**src/design/pptb_pkg.sv**
```systemverilog
// Shared types, codes and the status helper function of the pixel packet to bit-plane block.
package pptb_pkg;

    localparam int STRAND_LEDS_DEFAULT = 300;
    localparam int CHANNELS_DEFAULT    = 16;
    localparam int MAX_CHANNELS        = 16;
    localparam int ADDR_W              = 12;
    localparam int QUEUE_DEPTH         = 4;

    localparam logic OP_BYTE   = 1'b0;
    localparam logic OP_RENDER = 1'b1;

    localparam logic KIND_STATUS = 1'b0;
    localparam logic KIND_WORD   = 1'b1;

    localparam logic [2:0] ST_STORED      = 3'd0;
    localparam logic [2:0] ST_TOO_LONG    = 3'd1;
    localparam logic [2:0] ST_BAD_CHANNEL = 3'd2;
    localparam logic [2:0] ST_IGNORED     = 3'd3;
    localparam logic [2:0] ST_RANGE       = 3'd4;

    typedef struct packed {
        logic       opcode;
        logic [7:0] byte_in;
        logic [9:0] led_index;
    } req_t;

    typedef struct packed {
        logic        kind;
        logic [15:0] bit_word;
        logic [2:0]  status;
        logic        last;
    } rsp_t;

    typedef struct packed {
        logic                    wr_en;
        logic                    st_en;
        logic                    rn_en;
        logic [2:0]              status;
        logic [ADDR_W-1:0]       addr;
        logic [7:0]              data;
        logic [MAX_CHANNELS-1:0] mask;
    } cmd_t;

    typedef struct packed {
        logic full;
        logic empty;
    } queue_stat_t;

    function automatic logic [2:0] pkt_status(input logic [7:0] command,
                                              input logic [15:0] length,
                                              input logic [7:0] channel,
                                              input int body_max,
                                              input int channels);
        logic [2:0] st;
        if (command != 8'd0) st = ST_IGNORED;
        else if (32'(length) > body_max) st = ST_TOO_LONG;
        else if (32'(channel) > channels) st = ST_BAD_CHANNEL;
        else st = ST_STORED;
        return st;
    endfunction

endpackage

```
**src/design/pptb_front.sv**
```systemverilog
// Front end: parses packet headers and turns stored body bytes, packet ends and render requests into back-end commands.
module pptb_front #(
    parameter int STRAND_LEDS = pptb_pkg::STRAND_LEDS_DEFAULT,
    parameter int CHANNELS    = pptb_pkg::CHANNELS_DEFAULT
) (
    input  logic          clk,
    input  logic          rst_n,
    input  logic          accept,
    input  pptb_pkg::req_t req,
    output logic          push,
    output pptb_pkg::cmd_t cmd
);
    import pptb_pkg::*;

    localparam int BODY_MAX = STRAND_LEDS * 3;

    typedef enum logic [4:0] {
        H_CHAN = 5'b00001,
        H_CMD  = 5'b00010,
        H_LENH = 5'b00100,
        H_LENL = 5'b01000,
        H_BODY = 5'b10000
    } hdr_t;

    hdr_t        hdr_reg, hdr_next;
    logic [7:0]  chan_reg, chan_next;
    logic [7:0]  comm_reg, comm_next;
    logic [15:0] len_reg, len_next;
    logic [15:0] count_reg, count_next;

    always_comb
    begin
        logic [15:0] len_full;
        logic [16:0] count_inc;
        logic [2:0]  st;
        hdr_next   = hdr_reg;
        chan_next  = chan_reg;
        comm_next  = comm_reg;
        len_next   = len_reg;
        count_next = count_reg;
        push       = 1'b0;
        cmd        = '0;
        len_full   = {len_reg[15:8], req.byte_in};
        count_inc  = 17'(count_reg) + 17'd1;
        st         = pkt_status(comm_reg, len_reg, chan_reg, BODY_MAX, CHANNELS);
        if (accept)
        begin
            if (req.opcode == OP_RENDER)
            begin
                push = 1'b1;
                if (32'(req.led_index) >= STRAND_LEDS)
                begin
                    cmd.st_en  = 1'b1;
                    cmd.status = ST_RANGE;
                end
                else
                begin
                    cmd.rn_en = 1'b1;
                    cmd.addr  = ADDR_W'(req.led_index) + (ADDR_W'(req.led_index) << 1);
                end
            end
            else
            begin
                unique case (hdr_reg)
                    H_CHAN:
                    begin
                        chan_next = req.byte_in;
                        hdr_next  = H_CMD;
                    end
                    H_CMD:
                    begin
                        comm_next = req.byte_in;
                        hdr_next  = H_LENH;
                    end
                    H_LENH:
                    begin
                        len_next = {req.byte_in, 8'd0};
                        hdr_next = H_LENL;
                    end
                    H_LENL:
                    begin
                        len_next   = len_full;
                        count_next = 16'd0;
                        if (len_full == 16'd0)
                        begin
                            push       = 1'b1;
                            cmd.st_en  = 1'b1;
                            cmd.status = pkt_status(comm_reg, len_full, chan_reg,
                                                    BODY_MAX, CHANNELS);
                            hdr_next   = H_CHAN;
                        end
                        else
                        begin
                            hdr_next = H_BODY;
                        end
                    end
                    H_BODY:
                    begin
                        if (st == ST_STORED)
                        begin
                            push      = 1'b1;
                            cmd.wr_en = 1'b1;
                            cmd.addr  = count_reg[ADDR_W-1:0];
                            cmd.data  = req.byte_in;
                            if (chan_reg == 8'd0)
                                cmd.mask = MAX_CHANNELS'((32'd1 << CHANNELS) - 32'd1);
                            else
                                cmd.mask = MAX_CHANNELS'(1) << (chan_reg[4:0] - 5'd1);
                        end
                        count_next = count_inc[15:0];
                        if (count_inc >= 17'(len_reg))
                        begin
                            push       = 1'b1;
                            cmd.st_en  = 1'b1;
                            cmd.status = st;
                            hdr_next   = H_CHAN;
                        end
                    end
                    default:
                    begin
                        hdr_next = H_CHAN;
                    end
                endcase
            end
        end
    end

    always_ff @(posedge clk or negedge rst_n)
    begin
        if (!rst_n)
        begin
            hdr_reg   <= H_CHAN;
            chan_reg  <= 8'd0;
            comm_reg  <= 8'd0;
            len_reg   <= 16'd0;
            count_reg <= 16'd0;
        end
        else
        begin
            hdr_reg   <= hdr_next;
            chan_reg  <= chan_next;
            comm_reg  <= comm_next;
            len_reg   <= len_next;
            count_reg <= count_next;
        end
    end

endmodule

```
**config.mk**
```make
export PLATFORM = sky130hd
export DESIGN_NAME = pptb_front
export DESIGN_NICKNAME = d
export VERILOG_FILES = /design/src/design/pptb_pkg.sv /design/src/design/pptb_front.sv
export SDC_FILE = /design/constraint.sdc
export NUM_CORES = 1
export LEC_CHECK = 0
export BUFFER_PORTS_ARGS = -buffer_cell sky130_fd_sc_hd__clkbuf_2
export CAP_MARGIN = 20
export CORE_MARGIN = 5
export CORE_UTILIZATION = 61
export DETAILED_ROUTE_END_ITERATION = 12
export GPL_TIMING_DRIVEN = 1
export HOLD_SLACK_MARGIN = 0.02
export PLACE_DENSITY = 0.85
export SYNTH_ARGS = -nofsm -noshare
export SYNTH_HDL_FRONTEND = slang
export SYNTH_SLANG_ARGS = --single-unit
```
**constraint.sdc**
```tcl
create_clock -name clk -period 6.1 [get_ports clk]
set_clock_uncertainty 0.15 [all_clocks]
set_input_delay 0.61 -clock clk [delete_from_list [all_inputs] [get_ports clk]]
set_output_delay 0.61 -clock clk [all_outputs]
set_load 0.01 [all_outputs]
```
==> impl_metrics.tcl <==
set metrics [dict create \
    track_usage_pct 23.29 \
    vias 3610 \
    cp.arrival_ns 4.24 \
    synth_commonest_cells "nand2_1, dfrtp_1, ha_1" \
    p_leak_uw 0.002158 \
    synth-edff-count 0 \
    place_congestion 0.9052 \
    nNetsFinal 582 \
    setup_viol 0 \
    clock_latency_ns 0.31 \
    antenna_cells 0 \
    synth.most_common_cell "nand2_1" \
    area_growth_pct 11.29 \
    crit_type "flip-flop to output port" \
    reg2reg_depth 13 \
    max_freq_mhz 199.9 \
    grt_pass1_wl_mm 16.06 \
    min_period_over_period_pct 82.00 \
    worstReg2RegEnd "hdr_reg[4]$_DFFE_PN0P_" \
    root_buffer "clkbuf_8" \
    period_needed_ns 5.002 \
    synth_top_area_share_pct 32.98 \
    relSlewSlack_pct 55.55 \
    fin_setup_tns_ns 0 \
    ys_ff_latch 53 \
    drt_iter0_markers 177 \
    wl_per_cell_um 15.65 \
    post_cts_resized 0 \
    drive_gt1_share_pct 18.63 \
    die-area_sq_um 8176 \
    yosysTopAreaCell "dfrtp_1" \
    power_density_nw_per_um2 304.4 \
    clkSinkCount 53 \
    core_area_sq_um 6314 \
    holdBufCountCts 0 \
    hold_path_class "input port to async pin" \
    grt_max_degree 54 \
    status "finished, final reports clean" \
    viasPerCell 5.987 \
    finalHoldViolCount 0 \
    ys_types 51 \
    portBuffers 64 \
    path_max_fanout 7 \
    synth_warnings 0 \
    r2r_start "count_reg[0]$_DFFE_PN0P_" \
    wl_mm 9.438 \
    syn_nets 525 \
    synth.avg_cell_area_sq_um 8.430 \
    vdd_drop_max_mv 0.2315 \
    start_kind "flip-flop" \
    clk_pin_slew_ns 0.10 \
    ys_async_sr_fraction_pct 100.0 \
    netlist_area_sq_um 3945 \
    cts_tree "yes" \
    io_pins 65 \
    cts_inserted_buffers 5 \
    finalMaxSlewViolations 0 \
    start_util_pct 62.49 \
    critPathRequiredTime_ns 5.34 \
    synth_cells 468 \
    floorplan.rows 29 \
    clockBufferDepth 2 \
    ant_nets 0 \
    synthFlopType "dfrtp_1" \
    crit_path_end_kind "output port" \
    yosys-top-cells-area "dfrtp_1, ha_1, nand2_1" \
    h-tree-depth 2 \
    tightest_slew_ns 0.6643 \
    rrSetupSlack_ns 2.02 \
    antenna_found_initial 0 \
    cap_violations 0 \
    cp-startpoint "count_reg[0]$_DFFE_PN0P_" \
    dp.final_hpwl_mm 7.206 \
    rsz0062_at_grt "no" \
    dieHeight_um 90.42 \
    dp_cells 595 \
    post_cts_buffers 0 \
    die_width_um 90.42 \
    drc 0 \
    fin_cells 603 \
    firstDrtPassIters 4 \
    synth-seq-area-share_pct 33.65 \
    grt_overflow 0 \
    grt_pass1_vias 3462 \
]
layout by cell type (no fill, tap or decap), drive strengths merged, types with 2 or more instances in the layout:
master   instances
nand2b           4
mux2            17
nand3           18
inv             33
clkbuf          70
and3             9
a2111oi          3
a21oi           31
clkinv           2
o21ai           42
nor2            33
a22o            17
a21o             5
nor3             9
nor2b            5
nand4            7
nand2           62
a21boi           2
o22ai            2
or4              3
o31ai            2
buf              3
ha              34
nand3b           4
dfrtp           52
or3              6
nor4            10
or2              2
xnor2           10
xor2            13
cell type report:
| type | count | area [sq um] |
|---|---|---|
| multi-input combinational | 364 | 2406 |
| inverter | 34 | 128.9 |
| fill | 505 | 1923 |
| tap | 77 | 96.34 |
| timing repair buffer | 67 | 342.8 |
| clock inverter | 2 | 16.27 |
| sequential | 53 | 1328 |
| clock buffer | 6 | 72.57 |
how the worst max path moves through the flow:
stage | to | slack [ns] | cells past startpoint
3_3_place_gp | push | 1.64 | 14
4_1_cts | cmd[36] | 1.14 | 14
5_1_grt | push | 0.85 | 14
2_1_floorplan | push | 1.95 | 13
6_report | cmd[36] | 1.10 | 14
3_5_place_dp | cmd[36] | 1.50 | 14
where the power goes:
group	internal [uW]	total (uW)	switching [uW]
Sequential	463	587	124
Combinational	248	553	305
Clock	81.8	196	115
Total	793	1340	544
cells by family after synthesis:
family / share of synthesized area [%]
buffers and inverters: 5.360
DFF: 33.65
adders and majority gates: 11.29
and+or+nand+nor: 21.63
muxes: 4.852
AOI/OAI and AO/OA: 18.11
xor gates and xnor gates: 5.106
metal layers:
layer  GRT usage (%)  share of wire [%]  up-vias
met2           39.76                 49      114
met4           6.079                1.3        0
met1           31.10                 45     1709
met5               0                  0        -
li1                -                  -     1771
met3           3.083                5.3       16
critical path, stage by stage (launching register included):
cell       delay (ns)
dfrtp_1          0.47
ha_1             0.27
nand3_1          0.23
or2_2            0.39
nor2_1           0.24
nand3_1          0.14
xnor2_1          0.17
ha_1             0.31
nand3_1          0.08
or3_1            0.39
or4_1            0.52
o2111ai_1        0.21
nand2_1          0.16
o22ai_1          0.20
clkbuf_2         0.16
through the flow:
step / setup slack, ns / hold slack (ns) / util [%] / power [uW] / instance area (sq um)
2_1_floorplan: 1.951 / 0.1644 / - / 994.4 / 3945
3_3_place_gp: 1.641 / 0.3327 / 68.13 / 1104 / 4302
3_5_place_dp: 1.496 / 0.3359 / 68.13 / 1138 / 4302
4_1_cts: 1.141 / 0.2786 / 69.54 / 1335 / 4390
5_1_grt: 0.8479 / 0.3003 / 69.54 / 1437 / 4390
6_report: 1.098 / 0.2601 / 69.54 / 1337 / 4390
(Power assumes the default switching activity.)
