$ cat src/design/pptb_pkg.sv
// Shared types, codes and the status helper function of the pixel packet to bit-plane block.
package pptb_pkg;

    localparam int STRAND_LEDS_DEFAULT = 300;
    localparam int CHANNELS_DEFAULT    = 16;
    localparam int MAX_CHANNELS        = 16;
    localparam int ADDR_W              = 12;
    localparam int QUEUE_DEPTH         = 4;

    localparam logic OP_BYTE   = 1'b0;
    localparam logic OP_RENDER = 1'b1;

    localparam logic KIND_STATUS = 1'b0;
    localparam logic KIND_WORD   = 1'b1;

    localparam logic [2:0] ST_STORED      = 3'd0;
    localparam logic [2:0] ST_TOO_LONG    = 3'd1;
    localparam logic [2:0] ST_BAD_CHANNEL = 3'd2;
    localparam logic [2:0] ST_IGNORED     = 3'd3;
    localparam logic [2:0] ST_RANGE       = 3'd4;

    typedef struct packed {
        logic       opcode;
        logic [7:0] byte_in;
        logic [9:0] led_index;
    } req_t;

    typedef struct packed {
        logic        kind;
        logic [15:0] bit_word;
        logic [2:0]  status;
        logic        last;
    } rsp_t;

    typedef struct packed {
        logic                    wr_en;
        logic                    st_en;
        logic                    rn_en;
        logic [2:0]              status;
        logic [ADDR_W-1:0]       addr;
        logic [7:0]              data;
        logic [MAX_CHANNELS-1:0] mask;
    } cmd_t;

    typedef struct packed {
        logic full;
        logic empty;
    } queue_stat_t;

    function automatic logic [2:0] pkt_status(input logic [7:0] command,
                                              input logic [15:0] length,
                                              input logic [7:0] channel,
                                              input int body_max,
                                              input int channels);
        logic [2:0] st;
        if (command != 8'd0) st = ST_IGNORED;
        else if (32'(length) > body_max) st = ST_TOO_LONG;
        else if (32'(channel) > channels) st = ST_BAD_CHANNEL;
        else st = ST_STORED;
        return st;
    endfunction

endpackage

$ cat src/design/pptb_queue.sv
// Short command queue between the front end and the back end.
module pptb_queue (
    input  logic               clk,
    input  logic               rst_n,
    input  logic               push,
    input  pptb_pkg::cmd_t      push_cmd,
    input  logic               pop,
    output pptb_pkg::cmd_t      head,
    output pptb_pkg::queue_stat_t stat
);
    import pptb_pkg::*;

    localparam int PW = $clog2(QUEUE_DEPTH);

    cmd_t          slots_reg [QUEUE_DEPTH];
    logic [PW-1:0] wr_ptr_reg, rd_ptr_reg;
    logic [PW:0]   fill_reg;

    assign head       = slots_reg[rd_ptr_reg];
    assign stat.full  = (fill_reg == (PW+1)'(QUEUE_DEPTH));
    assign stat.empty = (fill_reg == '0);

    always_ff @(posedge clk)
    begin
        if (push)
            slots_reg[wr_ptr_reg] <= push_cmd;
    end

    always_ff @(posedge clk or negedge rst_n)
    begin
        if (!rst_n)
        begin
            wr_ptr_reg <= '0;
            rd_ptr_reg <= '0;
            fill_reg   <= '0;
        end
        else
        begin
            if (push)
                wr_ptr_reg <= wr_ptr_reg + PW'(1);
            if (pop)
                rd_ptr_reg <= rd_ptr_reg + PW'(1);
            if (push && !pop)
                fill_reg <= fill_reg + (PW+1)'(1);
            else if (pop && !push)
                fill_reg <= fill_reg - (PW+1)'(1);
        end
    end

endmodule

$ cat config.mk
export PLATFORM = sky130hd
export DESIGN_NAME = pptb_queue
export DESIGN_NICKNAME = d
export VERILOG_FILES = /design/src/design/pptb_pkg.sv /design/src/design/pptb_queue.sv
export SDC_FILE = /design/constraint.sdc
export NUM_CORES = 1
export LEC_CHECK = 0
export BUFFER_PORTS_ARGS = -buffer_cell sky130_fd_sc_hd__buf_2
export CAP_MARGIN = 10
export CORE_ASPECT_RATIO = 1.4
export CORE_MARGIN = 8
export CORE_UTILIZATION = 52
export DETAILED_ROUTE_END_ITERATION = 8
export PLACE_DENSITY = 0.8
export SYNTH_ARGS = -nofsm -noshare
export SYNTH_HDL_FRONTEND = slang
export SYNTH_SLANG_ARGS = --single-unit
$ cat constraint.sdc
create_clock -name clk -period 5.3 [get_ports clk]
set_clock_uncertainty 0.15 [all_clocks]
set_input_delay 0.53 -clock clk [delete_from_list [all_inputs] [get_ports clk]]
set_output_delay 0.53 -clock clk [all_outputs]
set_load 0.02 [all_outputs]
==> results of run 1 <==
path summary, 6_finish.rpt:
path,slack (ps),startpoint,to
setup / recovery,2350,rd_ptr_reg[0],head[41]
hold / removal,170,push_cmd[34],slots_reg[3][34]
setup reg to reg,3170,wr_ptr_reg[0],slots_reg[0][0]
hold reg to reg,340,fill_reg[2],fill_reg[2]
max in group asynchronous,4500,rst_n,rd_ptr_reg[0]
min in group asynchronous,320,rst_n,wr_ptr_reg[1]
cell families (layout without fill, tap and decap cells):
kind of cell	Yosys count	count (layout)	share of synthesized area
flip-flops	175	175	0.8015
multiplexers	43	43	0.1493
buffers and inverters	14	127	0.02017
AND/OR/NAND/NOR	9	9	0.007492
adder cells (fa/ha/maj)	6	6	0.01268
XOR/XNOR	6	6	0.008069
AO/OA/AOI/OAI	1	1	0.0007678
cell usage in the layout (no fill, tap or decap):
cell           count
bufinv_16          2
nor3b_1            1
fa_1               1
nor3_1             1
xnor2_1            2
dfrtp_2            1
inv_6              4
dfrtp_1            5
o21ai_0            1
and2_2             4
xor2_1             4
clkinv_2           3
clkinv_1           2
mux2_2             1
mux4_2            38
dlygate4sd3_1      1
clkinv_4           1
mux4_1             4
buf_4              2
nand2_1            2
clkbuf_16         17
buf_2             89
edfxtp_1         168
dfrtp_4            1
clkinvlp_4         2
inv_1              4
ha_1               5
nor2_1             1
layout make-up:
cell class	instances	area (sq um)
clock buffer	17	425.4
clock inverter	14	141.4
fill	825	4681
inverter	4	15.01
multi-input combinational	65	1166
sequential	175	5225
tap	150	187.7
timing repair buffer	92	470.5
power groups by stage:
stage | registers, mW | clock network, mW | logic [mW]
after detailed placement | 2.09 | 0 | 1.18
final | 2.05 | 1.18 | 1.15
after floorplan | 1.90 | 0 | 1.03
after CTS | 2.06 | 1.21 | 1.19
after global placement | 2.07 | 0 | 1.17
after global routing | 2.10 | 1.26 | 1.23
worst max-delay path, cell delays in order, from the launching register on:
cell and delay [ps]:
dfrtp_4 1000, mux4_1 660, buf_2 180
routing by layer:
| layer | up-vias | GRT usage | wire length, um |
|---|---|---|---|
| met2 | 69 | 0.2406 | 5984 |
| li1 | 1277 | - | - |
| met4 | 4 | 0.06576 | 140 |
| met1 | 1443 | 0.1452 | 4220 |
| met5 | - | 0 | 27 |
| met3 | 15 | 0.04877 | 466 |
per-stage QoR:
step	instance area (sq um)	setup slack [ps]	util	std cells
6_report	7631	2351	0.6198	517
5_1_grt	7631	2184	0.6198	517
4_1_cts	7631	2272	0.6198	517
3_5_place_dp	7054	2737	0.5730	485
3_3_place_gp	7054	2763	0.5730	485
2_1_floorplan	6513	3118	-	254
==> reports/qor.csv, run 1 <==
stage,metric,value,unit
status,status,"complete, no violations",
grt,antenna_found_initial,2,
placement,place.detailed.hpwl,6519,um
drt,drcViolationCount,0,
finish,layout-drive-gt1-share,0.4496,
synth,yosys-top-cells-area,"edfxtp_1 (77%), mux4_2 (13%), dfrtp_1 (2.7%)",
flow_run,drv_cap,0,
clock_network,cts_resized,0,
synth,netlist_top_cells_count,"edfxtp_1 (168), mux4_2 (38), dfrtp_1 (7)",
synth,async_reset_ff_frac,0.04000,
sta,tns,0,ps
power,vdd_drop_max,428.7,uV
sta,rsz0062_at_grt,no,
grt,grt_pass1_wl,16860,um
grt,grt_pass1_vias,3159,
critical_path,cp.required,4620,ps
clock_network,cts_buffers,17,
grt,grt.total_usage,0.1379,
power,p_int,3.039,mW
clock_network,insertion_delay,410,ps
critical_path,worstPathArrival,2270,ps
synth,syn-cell-area,6512,sq um
synth,synth_cell_types,19,
floorplanning,pin_count,90,
clock_network,cts_tree,built,
finish,nets,407,
power,powerDensity,573.7,nW/um^2
floorplanning,fp-row-count,48,
floorplanning,coreArea,12310,sq um
clock_network,cts_root_buf,clkbuf_16,
drt,detail_route.first_pass.iterations,4,
sta,fin_crit,2949,ps
finish,antenna_cells,0,
drt,via_per_inst,5.431,
synth,yosysMostFrequentCell,edfxtp_1,
floorplanning,dieHeight,148.4,um
power,power_leakage,2.663,nW
placement,port_buffers,89,
drt,wire_per_inst,20.97,um
power,pwr-share-clk,0.268,
hold_path,hp-class,input pin to flop,
floorplanning,die_w,110.6,um
synth,syn_nets,306,
sta,drv_slew,0,
sta,worstMarginPinSlew,1145,ps
clock_network,cts.clk_slew.worst_paths,60,ps
drt,wirelength,10840,um
power,switching_share,0.3059,
grt,grt.overflow.total,0,
power,comb_power_share,0.264,
synth,synth_top_area_cell,edfxtp_1,
sta,finalSetupViolCount,0,
power,p_sw,1.339,mW
floorplanning,initial_core_util,0.5290,
synth,ys_seq_area_frac,0.8015,
clock_network,hold_buffers,1,
clock_network,htreeDepth,4,
critical_path,r2r_cells,4,
synth,synthCells,254,
floorplanning,die_area,16410,sq um
clock_network,cts_setup_buffers,0,
drt,ant_nets,0,
synth,synth_edf_count,168,
grt,grt_max_degree,45,
critical_path,worstPathMaxFanout,44,
synth,synth-seq-cells,175,
drt,vias,2808,
synth,syn_avg_cell_area,25.64,sq um
synth,synth_top_area_frac,0.7746,
synth,synth_flop_cell,edfxtp_1,
placement,place_congestion,0.6624,
sta,hold_slack,172.6,ps
power,total_power,4.378,mW
finish,area_growth,17.18,%
sta,final.period_utilization,0.5564,
clock_network,clock_path_buffers,2,
power,pwr-share-seq,0.468,
critical_path,cp-start-kind,flop,
critical_path,worstSetupEndpointType,primary output,
synth,yosys_warnings,0,
sta,hold_viol,0,
clock_network,cts.sinks,175,
critical_path,crit_type,flop to primary output,
hold_path,min_path_cells,1,
sta,max_freq,0.3391,GHz
sta,maxSlewHeadroom,0.2365,
finish,largest_register_ffs,168,
drt,drt_iter0_markers,94,
Note: power is estimated with default switching activity, not from simulation.
==> run 2: changes to the inputs <==
--- a/config.mk
+++ b/config.mk
@@ -5,13 +5,14 @@
 export SDC_FILE = /design/constraint.sdc
 export NUM_CORES = 1
 export LEC_CHECK = 0
+export ABC_AREA = 1
 export BUFFER_PORTS_ARGS = -buffer_cell sky130_fd_sc_hd__buf_2
 export CAP_MARGIN = 10
 export CORE_ASPECT_RATIO = 1.4
 export CORE_MARGIN = 8
 export CORE_UTILIZATION = 52
 export DETAILED_ROUTE_END_ITERATION = 8
-export PLACE_DENSITY = 0.8
+export PLACE_DENSITY = 0.83
 export SYNTH_ARGS = -nofsm -noshare
 export SYNTH_HDL_FRONTEND = slang
 export SYNTH_SLANG_ARGS = --single-unit
==> constraint.sdc (replaced) <==
create_clock -name clk -period 2.39 [get_ports clk]
set_clock_uncertainty 0.15 [all_clocks]
set_input_delay 0.239 -clock clk [delete_from_list [all_inputs] [get_ports clk]]
set_output_delay 0.239 -clock clk [all_outputs]
set_load 0.02 [all_outputs]
==> run 2 against run 1 <==
Global-route usage grew 2.4 points. Count of clock-buffer cells in the layout is the same. Synthesized cell count up 110%. Hold slack worse by 130 ps. Via count is 54% higher. Register-to-register slack worse by 2600 ps. Setup slack got worse by 2200 ps. Critical path type unchanged.
==> reports/qor.csv, run 2 <==
stage,metric,value,unit
finish,largest_register_ffs,168,
sta,maxSlewHeadroom,0.6547,
floorplanning,initial_core_util,0.5315,
grt,grt_pass1_vias,4498,
synth,synth_compound_area_frac,0.08975,
power,powerDensity,1238,nW/um^2
clock_network,cts_resized,0,
finish,fill_cells,925,
power,vdd_drop_max,689.4,uV
drt,wirelength,13860,um
power,total_power,10.86,mW
grt,grt.overflow.total,0,
finish,final_cells,872,
drt,drt_iter0_markers,251,
synth,synthMuxAreaShare,0,
sta,finalSetupViolCount,0,
synth,synth_top_area_cell,edfxtp_1,
drt,detail_route.first_pass.iterations,5,
synth,synth_top_family_by_area,compound AO/OA/AOI/OAI gates,
synth,yosysMostFrequentCell,edfxtp_1,
synth,ys_seq_area_frac,0.7371,
synth,yosys_warnings,0,
sta,rsz0062_at_grt,no,
power,comb_power_share,0.360,
critical_path,cp-start-kind,flop,
power,p_sw,4.060,mW
floorplanning,fp-row-count,50,
critical_path,worstPathArrival,1810,ps
placement,place.detailed.hpwl,8764,um
grt,grt_max_degree,66,
critical_path,cp.required,2000,ps
floorplanning,dieHeight,154.1,um
synth,synth_edf_count,168,
drt,via_per_inst,4.944,
clock_network,htreeDepth,4,
synth,netlist_top_cells_count,"edfxtp_1 (168), nand2_1 (139), inv_1 (95)",
drt,wire_per_inst,15.89,um
flow_run,drv_cap,0,
finish,antenna_cells,0,
power,p_int,6.803,mW
power,pwr-share-seq,0.392,
hold_path,hp-class,input pin to asynchronous set/reset pin,
synth,synthXorXnorAreaFrac,0.004947,
placement,placed_area,7722,sq um
sta,drv_slew,0,
synth,synth-seq-cells,175,
power,power_leakage,3.594,nW
finish,nets,729,
power,pwr-share-clk,0.248,
synth,yosys-top-cells-area,"edfxtp_1 (71%), o211ai_1 (8.9%), nand2_1 (7.4%)",
critical_path,worstSetupEndpointType,primary output,
drt,ant_nets,0,
grt,grt.total_usage,0.1615,
synth,synth_top_area_frac,0.7124,
finish,multiInputGateArea,1296,sq um
sta,hold_viol,0,
power,switching_share,0.3737,
sta,worstMarginPinSlew,517.9,ps
clock_network,cts.sinks,175,
synth,syn_nets,590,
sta,fin_crit,2201,ps
clock_network,cts_root_buf,clkbuf_16,
sta,tns,0,ps
floorplanning,coreArea,13330,sq um
finish,area_growth,23.94,%
drt,drcViolationCount,0,
status,status,"complete, no violations",
synth,synthCells,538,
synth,syn-cell-area,7082,sq um
drt,vias,4311,
floorplanning,die_w,114.6,um
placement,dp.cells,794,
floorplanning,die_area,17660,sq um
placement,port_buffers,89,
finish,layout-drive-gt1-share,0.2072,
synth,synth_cell_types,18,
floorplanning,pin_count,90,
finish,seq_area,5225,sq um
clock_network,cts.clk_slew.worst_paths,70,ps
sta,final.period_utilization,0.9211,
finish,design_area,8777,sq um
grt,antenna_found_initial,0,
critical_path,r2r_cells,5,
clock_network,insertion_delay,410,ps
finish,layout_commonest_cell,edfxtp_1,
finish,layout_common_cells,"edfxtp_1 (168), nand2_1 (139), inv_1 (91)",
clock_network,cts_tree,built,
synth,synthAdderAreaFrac,0.01166,
synth,async_reset_ff_frac,0.04000,
grt,grt_pass1_wl,21890,um
clock_network,cts_buffers,17,
synth,syn_avg_cell_area,13.16,sq um
clock_network,clock_path_buffers,2,
critical_path,worstPathMaxFanout,65,
placement,place_congestion,0.7575,
sta,max_freq,0.4543,GHz
synth,synth_flop_cell,edfxtp_1,
critical_path,crit_type,flop to primary output,
synth,synthSimpleGateAreaFrac,0.07668,
[run 2: changes by cell type in the layout (fill, tap and decap cells not counted), moves of 5 or more]
cell,change
o211ai_1,+84
dlygate4sd3_1,+44
inv_1,+87
buf_4,+7
mux4_2,-38
buf_12,+5
nand2_1,+137
inv_2,+5
[run 2: power groups by stage]
| stage | sequential, mW | clock, mW | combinational [mW] |
|---|---|---|---|
| after global placement | 4.31 | 0 | 3.72 |
| after floorplan | 4.22 | 0 | 2.77 |
| after global routing | 4.31 | 2.85 | 4.29 |
| final | 4.26 | 2.69 | 3.91 |
| after CTS | 4.29 | 2.73 | 3.92 |
| after detailed placement | 4.35 | 0 | 3.84 |
[run 2: worst paths after layout]
kind,start,to,slack (ps)
max in group asynchronous,rst_n,rd_ptr_reg[0],1850
min in group clk,fill_reg[2],fill_reg[2],390
worst min register to register,fill_reg[2],fill_reg[2],390
worst min-delay path,rst_n,fill_reg[2],50
worst max-delay path,rd_ptr_reg[0],head[33],190
worst max register to register,wr_ptr_reg[0],slots_reg[2][35],620
[run 2: kinds of logic after synthesis]
group,after synthesis
AO/OA/AOI/OAI,85
XOR/XNOR,4
adder cells (fa/ha/maj),6
buffers and inverters,125
flip-flops,175
AND/OR/NAND/NOR,143
[run 2: critical path: stages (launching register included)]
cell and delay, ps:
dfrtp_4 590, buf_12 290, nand2_1 110, o211ai_1 110, nand2_1 100, buf_2 170
[run 2: what timing repair did]
item	CTS	global route
endpoints found under the setup margin	0	6
hold buffers	45	0
setup buffers	0	1
endpoints found under the hold margin	179	0
[run 2: layout make-up]
type                            count  share of cell area
Sequential cell                   175              0.5953
Clock buffer                       17             0.04847
Tap cell                          182             0.02594
Multi-Input combinational cell    238              0.1477
Inverter                           96             0.04105
Timing Repair Buffer              149              0.1225
Clock inverter                     15             0.01910
[run 2: metrics by stage]
stage / worst slack (ps) / util / hold slack (ps)
after floorplan: 353.2 / - / -206.6
after global placement: 602.6 / 0.5795 / -72.31
after detailed placement: 536.8 / 0.5795 / -63.10
after CTS: 49.23 / 0.6578 / 25.41
after global routing: 99.38 / 0.6587 / 52.68
final: 188.7 / 0.6587 / 47.49
[run 2: routing by layer]
metal | share of wire | global-route usage | vias to the layer above | routed length, um
li1 | - | - | 2136 | -
met1 | 0.39 | 0.1732 | 2037 | 5438
met2 | 0.54 | 0.2841 | 119 | 7522
met3 | 0.046 | 0.03842 | 19 | 633
met4 | 0.019 | 0.08912 | 0 | 261
met5 | 0 | 0 | - | 0
